<file path="config.mk">
export PLATFORM = sky130hd
export DESIGN_NAME = producer_sequence_dedup_table_top
export DESIGN_NICKNAME = d
export VERILOG_FILES = /design/src/sv/psdt_pkg.sv /design/src/sv/psdt_cell.sv /design/src/sv/producer_sequence_dedup_table_top.sv
export SDC_FILE = /design/constraint.sdc
export NUM_CORES = 2
export LEC_CHECK = 0
export BUFFER_PORTS_ARGS = -buffer_cell sky130_fd_sc_hd__buf_2
export CAP_MARGIN = 20
export CORE_AREA = 5 5 722 724
export CTS_CLUSTER_SIZE = 12
export DETAILED_ROUTE_END_ITERATION = 10
export DIE_AREA = 0 0 727 729
export HOLD_SLACK_MARGIN = 0.12
export PLACE_DENSITY = 0.48
export SKIP_LAST_GASP = 1
export SYNTH_ARGS = -nofsm -noshare
export SYNTH_HDL_FRONTEND = slang
export SYNTH_HIERARCHICAL = 1
export SYNTH_SLANG_ARGS = --single-unit
</file>
<file path="constraint.sdc">
create_clock -name clk -period 13.1 [get_ports clk]
set_clock_uncertainty 0.2 [all_clocks]
set_input_delay 2.62 -clock clk [delete_from_list [all_inputs] [get_ports clk]]
set_output_delay 2.62 -clock clk [all_outputs]
set_load 0.005 [all_outputs]
</file>
<file path="src/sv/psdt_pkg.sv">
// shared types and constants for the producer sequence check table
package psdt_pkg;

	localparam int MAX_PRODUCERS = 16;
	localparam int KEY_W = 64;
	localparam int NUM_W = 63;

	typedef enum logic [2:0] {
		ST_ACCEPTED      = 3'd0,
		ST_DUPLICATE     = 3'd1,
		ST_STALE_EPOCH   = 3'd2,
		ST_BAD_EPOCH_SEQ = 3'd3,
		ST_GAP           = 3'd4,
		ST_TABLE_FULL    = 3'd5
	} status_t;

	typedef enum logic [1:0] {
		S_IDLE,
		S_LOOK,
		S_DECIDE
	} fsm_t;

	// lookup result handed along the row of cells
	typedef struct packed {
		logic             found;
		logic [NUM_W-1:0] epoch;
		logic [NUM_W-1:0] last;
	} lk_t;

	// write-back command broadcast to every cell
	typedef struct packed {
		logic             upd;
		logic             alloc;
		logic [KEY_W-1:0] key;
		logic [NUM_W-1:0] epoch;
		logic [NUM_W-1:0] seq;
	} wr_t;

endpackage

</file>
<file path="src/sv/psdt_cell.sv">
// one table entry: key match, lookup hand-off to the neighbor and write-back
module psdt_cell (
	input  logic                      clk,
	input  logic                      arst_n,
	input  logic [psdt_pkg::KEY_W-1:0] look_key,
	input  logic                      look_en,
	input  psdt_pkg::lk_t             lk_in,
	output psdt_pkg::lk_t             lk_out,
	input  logic                      prev_valid,
	output logic                      valid,
	input  psdt_pkg::wr_t             wr
);
	import psdt_pkg::*;

	logic             valid_q;
	logic             hit_q;
	logic [KEY_W-1:0] key_q;
	logic [NUM_W-1:0] epoch_q;
	logic [NUM_W-1:0] last_q;
	logic             hit;
	logic             take_alloc;

	assign hit = valid_q && (key_q == look_key);
	assign take_alloc = wr.alloc && prev_valid && !valid_q;

	always_comb begin
		lk_out.found = lk_in.found | hit;
		lk_out.epoch = lk_in.epoch | (hit ? epoch_q : '0);
		lk_out.last  = lk_in.last | (hit ? last_q : '0);
	end

	assign valid = valid_q;

	always_ff @(posedge clk or negedge arst_n) begin
		if (!arst_n) begin
			valid_q <= 1'b0;
			hit_q   <= 1'b0;
		end else begin
			if (look_en) begin
				hit_q <= hit;
			end
			if (take_alloc) begin
				valid_q <= 1'b1;
			end
		end
	end

	always_ff @(posedge clk) begin
		if (take_alloc) begin
			key_q <= wr.key;
		end
		if (take_alloc || (wr.upd && hit_q)) begin
			epoch_q <= wr.epoch;
			last_q  <= wr.seq;
		end
	end

endmodule

</file>
<file path="src/sv/producer_sequence_dedup_table_top.sv">
// producer sequence check table: request capture, row of entry cells, classify and result register
// the request, the lookup result and the classified result are registered in turn
// one request in flight: the next is taken once capture, lookup, classify and write are done
// a new request is taken while the previous result still waits in the output register
// reset: all entries invalid, no result pending; entries fill lowest first and are never freed
// key, epoch and sequence storage is not reset and is read only after its entry is written
module producer_sequence_dedup_table_top (
	input  logic                        clk,
	input  logic                        arst_n,
	input  logic                        req_valid,
	output logic                        req_stall,
	input  logic [psdt_pkg::KEY_W-1:0]  producer_key,
	input  logic [psdt_pkg::NUM_W-1:0]  epoch,
	input  logic [psdt_pkg::NUM_W-1:0]  seq,
	input  logic                        commit,
	output logic                        rsp_valid,
	input  logic                        rsp_stall,
	output psdt_pkg::status_t           status,
	output logic [psdt_pkg::NUM_W-1:0]  exp_seq,
	output logic [psdt_pkg::NUM_W-1:0]  rcv_seq,
	output logic [psdt_pkg::NUM_W-1:0]  cur_epoch,
	output logic [psdt_pkg::NUM_W-1:0]  stored_seq
);
	import psdt_pkg::*;

	fsm_t             state_q, state_d;
	logic [KEY_W-1:0] key_q;
	logic [NUM_W-1:0] epoch_q;
	logic [NUM_W-1:0] seq_q;
	logic             commit_q;
	lk_t              lk_q;
	logic             rsp_valid_q;
	status_t          status_q;
	logic [NUM_W-1:0] exp_q, rcv_q, cur_q, last_q;

	lk_t              chain [MAX_PRODUCERS+1];
	logic             vchain [MAX_PRODUCERS+1];
	wr_t              wr;

	logic             req_fire;
	logic             out_free;
	logic             decide_fire;
	logic             full;
	logic [NUM_W-1:0] sl_inc;
	status_t          st_d;
	logic [NUM_W-1:0] exp_d, rcv_d, cur_d, last_d;
	logic             ok_commit;

	assign req_stall = (state_q != S_IDLE);
	assign req_fire = req_valid && !req_stall;
	assign out_free = !rsp_valid_q || !rsp_stall;
	assign decide_fire = (state_q == S_DECIDE) && out_free;

	assign chain[0] = '0;
	assign vchain[0] = 1'b1;
	assign full = vchain[MAX_PRODUCERS];

	for (genvar i = 0; i < MAX_PRODUCERS; i++) begin : g_cell
		psdt_cell u_cell (
			.clk        (clk),
			.arst_n     (arst_n),
			.look_key   (key_q),
			.look_en    (state_q == S_LOOK),
			.lk_in      (chain[i]),
			.lk_out     (chain[i+1]),
			.prev_valid (vchain[i]),
			.valid      (vchain[i+1]),
			.wr         (wr)
		);
	end

	// classify
	assign sl_inc = lk_q.last + {{(NUM_W-1){1'b0}}, 1'b1};

	always_comb begin
		st_d   = ST_ACCEPTED;
		exp_d  = '0;
		rcv_d  = '0;
		cur_d  = '0;
		last_d = '0;
		if (!lk_q.found) begin
			if (seq_q != '0) begin
				st_d  = ST_GAP;
				rcv_d = seq_q;
			end
		end else if (epoch_q < lk_q.epoch) begin
			st_d  = ST_STALE_EPOCH;
			cur_d = lk_q.epoch;
		end else if (epoch_q > lk_q.epoch) begin
			if (seq_q != '0) begin
				st_d = ST_BAD_EPOCH_SEQ;
			end
		end else if (seq_q <= lk_q.last) begin
			st_d   = ST_DUPLICATE;
			last_d = lk_q.last;
		end else if (seq_q != sl_inc) begin
			st_d  = ST_GAP;
			exp_d = sl_inc;
			rcv_d = seq_q;
		end
		ok_commit = (st_d == ST_ACCEPTED) && commit_q;
		if (ok_commit && !lk_q.found && full) begin
			st_d = ST_TABLE_FULL;
		end
	end

	always_comb begin
		wr.upd   = decide_fire && ok_commit && lk_q.found;
		wr.alloc = decide_fire && ok_commit && !lk_q.found && !full;
		wr.key   = key_q;
		wr.epoch = epoch_q;
		wr.seq   = seq_q;
	end

	always_comb begin
		state_d = state_q;
		unique case (state_q)
			S_IDLE: begin
				if (req_fire) begin
					state_d = S_LOOK;
				end
			end
			S_LOOK: begin
				state_d = S_DECIDE;
			end
			S_DECIDE: begin
				if (out_free) begin
					state_d = S_IDLE;
				end
			end
			default: begin
				state_d = S_IDLE;
			end
		endcase
	end

	always_ff @(posedge clk or negedge arst_n) begin
		if (!arst_n) begin
			state_q     <= S_IDLE;
			rsp_valid_q <= 1'b0;
		end else begin
			state_q <= state_d;
			if (decide_fire) begin
				rsp_valid_q <= 1'b1;
			end else if (!rsp_stall) begin
				rsp_valid_q <= 1'b0;
			end
		end
	end

	always_ff @(posedge clk) begin
		if (req_fire) begin
			key_q    <= producer_key;
			epoch_q  <= epoch;
			seq_q    <= seq;
			commit_q <= commit;
		end
		if (state_q == S_LOOK) begin
			lk_q <= chain[MAX_PRODUCERS];
		end
		if (decide_fire) begin
			status_q <= st_d;
			exp_q    <= exp_d;
			rcv_q    <= rcv_d;
			cur_q    <= cur_d;
			last_q   <= last_d;
		end
	end

	assign rsp_valid  = rsp_valid_q;
	assign status     = status_q;
	assign exp_seq    = exp_q;
	assign rcv_seq    = rcv_q;
	assign cur_epoch  = cur_q;
	assign stored_seq = last_q;

endmodule

</file>
### Yosys cells after proc, flatten, opt, wreduce, memory -nomap -nowiden

Index checks and enable logic that the tools add are counted.

* logic and storage cells: 335
* output and inout bits: 257
* register bits after elaboration: 3648

* multiplexer cells: 50
* eq/ne operators: 22
* reduce and logical (&&, ||, !) cells: 117
* order comparisons: 3
* bitwise operators: 48
* $add $sub $neg: 1

Operators by type and width (count)
* 2-to-1 mux 63 bit: 38
* bitwise OR 63 bit: 30
* == test 64 bit: 16
* logical AND 1 bit: 72
* adder 63 x 1 -> 63 bit (second input constant): 1
* > comparator 63 bit: 1
* <= comparator 63 bit: 1
* < comparator 63 bit: 1
* inequality test 63 bit: 1
* nonzero test 63 bit: 1
* logical NOT 1 bit: 20
* 2-to-1 mux 3 bit: 6
* logical OR 1 bit: 17
* bitwise OR 1 bit: 15
* 2-to-1 mux 2 bit: 3
* case mux 2 bit (3 select lines): 1
* OR reduction 5 bit: 1
* inequality test 2 bit (second input constant): 2
* AND reduction 2 bit: 2
* OR reduction 4 bit: 1
* logical NOT 3 bit: 1
* NOT 1 bit: 3
* == test 2 x 1 -> 1 bit (second input constant): 1
* == test 2 bit (second input constant): 1
* other kinds (4): 5

### Logic depth before layout (Yosys ltp)

* depth in word-level cells: 18
* depth in mapped cells: 22
* mapped depth without buffers: 20

### Modules after synthesis

The synthesis kept the hierarchy.

By module, submodules not included
* psdt_cell: instances 16, area each 8012.7 µm², cells each 457, seq. area each 5755.5 µm²
* producer_sequence_dedup_table_top: instances 1, area each 25544.5 µm², cells each 1823, seq. area each 17281.6 µm²

### Worst setup path after synthesis

No wires, ideal clock.

* kind: input -> register
* start: input port req_valid
* end: register commit_q (enable)
* setup slack: 1.628 ns
* data required time: 12.155 ns
* arrival: 10.527 ns
* stages on the path: 2
* setup time: 0.745 ns
* cells stage by stage: inv_1 -> nor2_1

* longest elaborated chain between the ends: 1

Ends and longest elaborated chain
* from (decl): RTL line producer_sequence_dedup_table_top.sv:10 `input logic req_valid,`
* logical AND 1 bit: RTL line producer_sequence_dedup_table_top.sv:50 `assign req_fire = req_valid && !req_stall;`
* net req_fire: RTL line producer_sequence_dedup_table_top.sv:40 `logic req_fire;`
* to (signal assigned): RTL line producer_sequence_dedup_table_top.sv:156 `commit_q <= commit;`
* to (decl): RTL line producer_sequence_dedup_table_top.sv:30 `logic commit_q;`

The timed path passes the listed nets, and every way through them passes these cells.
A chain may end at the register's enable or synchronous reset.

==> impl_metrics.toml <==
[outcome]
status = "finished, final reports clean"

[synthesis]
syn-instance-count = 9135
avgSynthCellArea_um2 = 16.8
synth_ff_type = "edfxtp_1"
async_flop_share = 0.00959
synth.most_common_cell = "edfxtp_1"
syn_area_um2 = 154000
synth_area_leaders = "edfxtp_1 (71%), a31o_1 (12%), xnor2_1 (3.5%)"
synth.yosys.seq_area_share = 0.711
synth_edf_count = 3613
ys_types = 81
synth_top_area_frac = 0.706
ys_ff_latch = 3648
synth_warnings = 6
yosys.area.top_type = "edfxtp_1"
synthTopCellsByCount = "edfxtp_1 (3,613), a31o_1 (2,032), xnor2_1 (622)"

[cts]
cts_tree = "built"
cts.clk_slew.worst_paths_ns = 0.06
cts_post_setup_buffers_inserted = 0
htree_levels = 5
hold_buffers = 0
cts_num_sinks = 3648
worstSkewPairLatency_ns = 1.02
cts_resized = 0
clockBufferDepth = 4
root_buffer = "clkbuf_16"
cts_made_buffers = 402

[routing]
drc_errors = 0
drt-vias-per-instance = 5.24
drt_first_iter_violations = 9365
routed_wl_um = 506000
vias = 89355
dr.pass1.iters = 5
ant_nets = 0
wl_per_cell_um = 29.7

[placement]
dp_cells = 16297
io_buffers = 451
dpl.hpwl_um = 295000
gp_congestion = 0.855

[global_route]
grt_pass1_wl_um = 707000
grt_usage = 0.184
grt_pass1_vias = 90292
grt_max_degree = 187
antenna_found_initial = 51
overflow = 0

[floorplan]
io_pins = 452
core_area_um2 = 515000
die_h_um = 729
rows = 264
start_util = 0.299
die-area_um2 = 530000
die_x_um = 727

[sta]
final-hold-violation-count = 0
fmax_mhz = 111
timing.final.crit_share = 0.690
finalMaxSlewViolations = 0
tightest_slew_ns = 1.30
fin_setup_tns_ns = 0
fin_crit_ns = 9.03
finalSetupViolations = 0
relSlewSlack = 0.133
rsz0062_at_grt = "false"

[power]
internal-power_mw = 20.5
p_sw_mw = 6.73
combPwrFrac = 0.092
p_seq_frac = 0.506
clockPowerShare = 0.401
power.total_mw = 27.2
leakage_nw = 56.3
irDropWorstVdd_v = 0.000109
p_sw_frac = 0.248
power.density_nw_per_um2 = 155

[worst_setup_path]
crit_type = "register to register"
critPathCaptureType = "register"
rrSetupSlack_ns = 4.07
cp.arrival_ns = 9.37
critPathLaunchType = "register"
cp_max_fo = 65
crit_required_ns = 13.44

[final_layout]
final_cells = 17043
drive_gt1_frac = 0.141
synthToLayoutAreaGrowth_pct = 13.9
post-route-util = 0.340
nets = 10243

[job]
cap_viol_max_count = 0

[worst_hold_path]
hold_path.class = "register to register"
## worst paths after layout
kind                                startpoint                                endpoint  cells past startpoint
max                         lk_q[33]$_DFFE_PP_  g_cell[4].u_cell/epoch_q[35]$_DFFE_PP_                     17
min                        lk_q[113]$_DFFE_PP_             cur_epoch[50]$_SDFFCE_PN0P_                      2
max reg2reg                 lk_q[33]$_DFFE_PP_  g_cell[4].u_cell/epoch_q[35]$_DFFE_PP_                     17
min reg2reg                lk_q[113]$_DFFE_PP_             cur_epoch[50]$_SDFFCE_PN0P_                      2
max in group asynchronous               arst_n                   rsp_valid$_DFFE_PN0P_                      2
min in group asynchronous               arst_n      g_cell[3].u_cell/valid$_DFFE_PN0P_                      2
## cells in the final DEF (no fill, tap or decap), types with 34 or more instances in the layout
| cell | netlist | routed |
|---|---|---|
| nand2_1 | 100 | 100 |
| nand2b_1 | 120 | 120 |
| clkbuf_16 | 0 | 406 |
| edfxtp_1 | 3613 | 3613 |
| o2111ai_1 | 34 | 34 |
| conb_1 | 2 | 128 |
| nor4_1 | 141 | 140 |
| nor2b_1 | 173 | 171 |
| buf_2 | 23 | 452 |
| a21o_1 | 70 | 54 |
| buf_4 | 4 | 294 |
| inv_1 | 233 | 232 |
| a31o_1 | 2032 | 2032 |
| ha_1 | 127 | 127 |
| and2_1 | 71 | 71 |
| nand3_1 | 58 | 58 |
| nor2_1 | 205 | 188 |
| xor2_1 | 291 | 291 |
| nand4_1 | 185 | 185 |
| xnor2_1 | 622 | 622 |
| clkinv_2 | 0 | 52 |
| a21boi_0 | 58 | 58 |
| a21oi_1 | 42 | 42 |
| nor3_1 | 50 | 50 |
| dfrtp_1 | 35 | 35 |
| clkinv_1 | 0 | 83 |
| o22ai_1 | 37 | 37 |
| clkbuf_1 | 245 | 110 |
## cell type report
| class | instances | area [µm²] |
|---|---|---|
| Fill cell | 49085 | 339000 |
| Sequential cell | 3648 | 109000 |
| Multi-Input combinational cell | 4839 | 38900 |
| Clock buffer | 524 | 10700 |
| Tap cell | 6783 | 8490 |
| Timing Repair Buffer | 764 | 4840 |
| Clock inverter | 195 | 1800 |
| Inverter | 266 | 1010 |
| Antenna cell | 24 | 60.1 |
## layer usage
metal | track usage | vias to the layer above | routed length (µm)
li1 | - | 38205 | -
met1 | 0.254 | 47278 | 223000
met2 | 0.301 | 3229 | 238000
met3 | 0.0313 | 637 | 33200
met4 | 0.0418 | 6 | 11900
met5 | 0 | - | 40
## through the flow
| step | worst slack, ns | hold slack [ns] | instance area (µm²) |
|---|---|---|---|
| after floorplan | 1.63 | 0.280 | 154000 |
| after global placement | 4.15 | 0.290 | 163000 |
| after detailed placement | 4.17 | 0.309 | 163000 |
| after CTS | 4.10 | 0.323 | 175000 |
| after global routing | 3.70 | 0.350 | 175000 |
| final | 4.07 | 0.320 | 175000 |
## state kept, by name, indices dropped and copies added, names as in the netlist, 63 cells and up
register / count
g_cell.u_cell/key_q: 1024
g_cell.u_cell/epoch_q: 1008
g_cell.u_cell/last_q: 1008
lk_q: 127
key_q: 64
cur_epoch: 63
epoch_q: 63
exp_seq: 63
rcv_seq: 63
seq_q: 63
stored_seq: 63
## worst max-delay path, cell delays in order, from the launching register on
cell and delay [ns]:
edfxtp_1 0.68, nand3_1 0.49, nor4_1 0.72, nand3_1 0.44, nor3_1 0.71, o32ai_1 0.22
nor4_1 0.69, nand4_1 0.17, or4_1 0.60, o211ai_4 0.21, buf_4 0.34, nor4b_4 0.34
buf_4 0.29, nand2_1 0.14, nor2_4 0.11, buf_4 0.70, a21o_4 0.50, buf_4 0.90
## cells by family after synthesis
group / Yosys count / synth area share
other: 2 / 0.0000488
buffers and inverters: 774 / 0.0407
AOI/OAI and AO/OA: 2449 / 0.137
adders and majority gates: 127 / 0.0103
DFF: 3648 / 0.711
and+or+nand+nor: 1215 / 0.0479
muxes: 3 / 0.000203
xor gates and xnor gates: 917 / 0.0526
## power by group through the flow
stage / Clock, mW / Sequential [mW] / Combinational, mW
finish: 10.9 / 13.8 / 2.51
global route: 11.7 / 13.8 / 2.71
CTS: 11.2 / 13.8 / 2.55
detailed placement: 0 / 14.0 / 2.53
global placement: 0 / 14.0 / 2.50
floorplan: 0 / 14.2 / 1.11
Power figures use the tool's default switching activity.
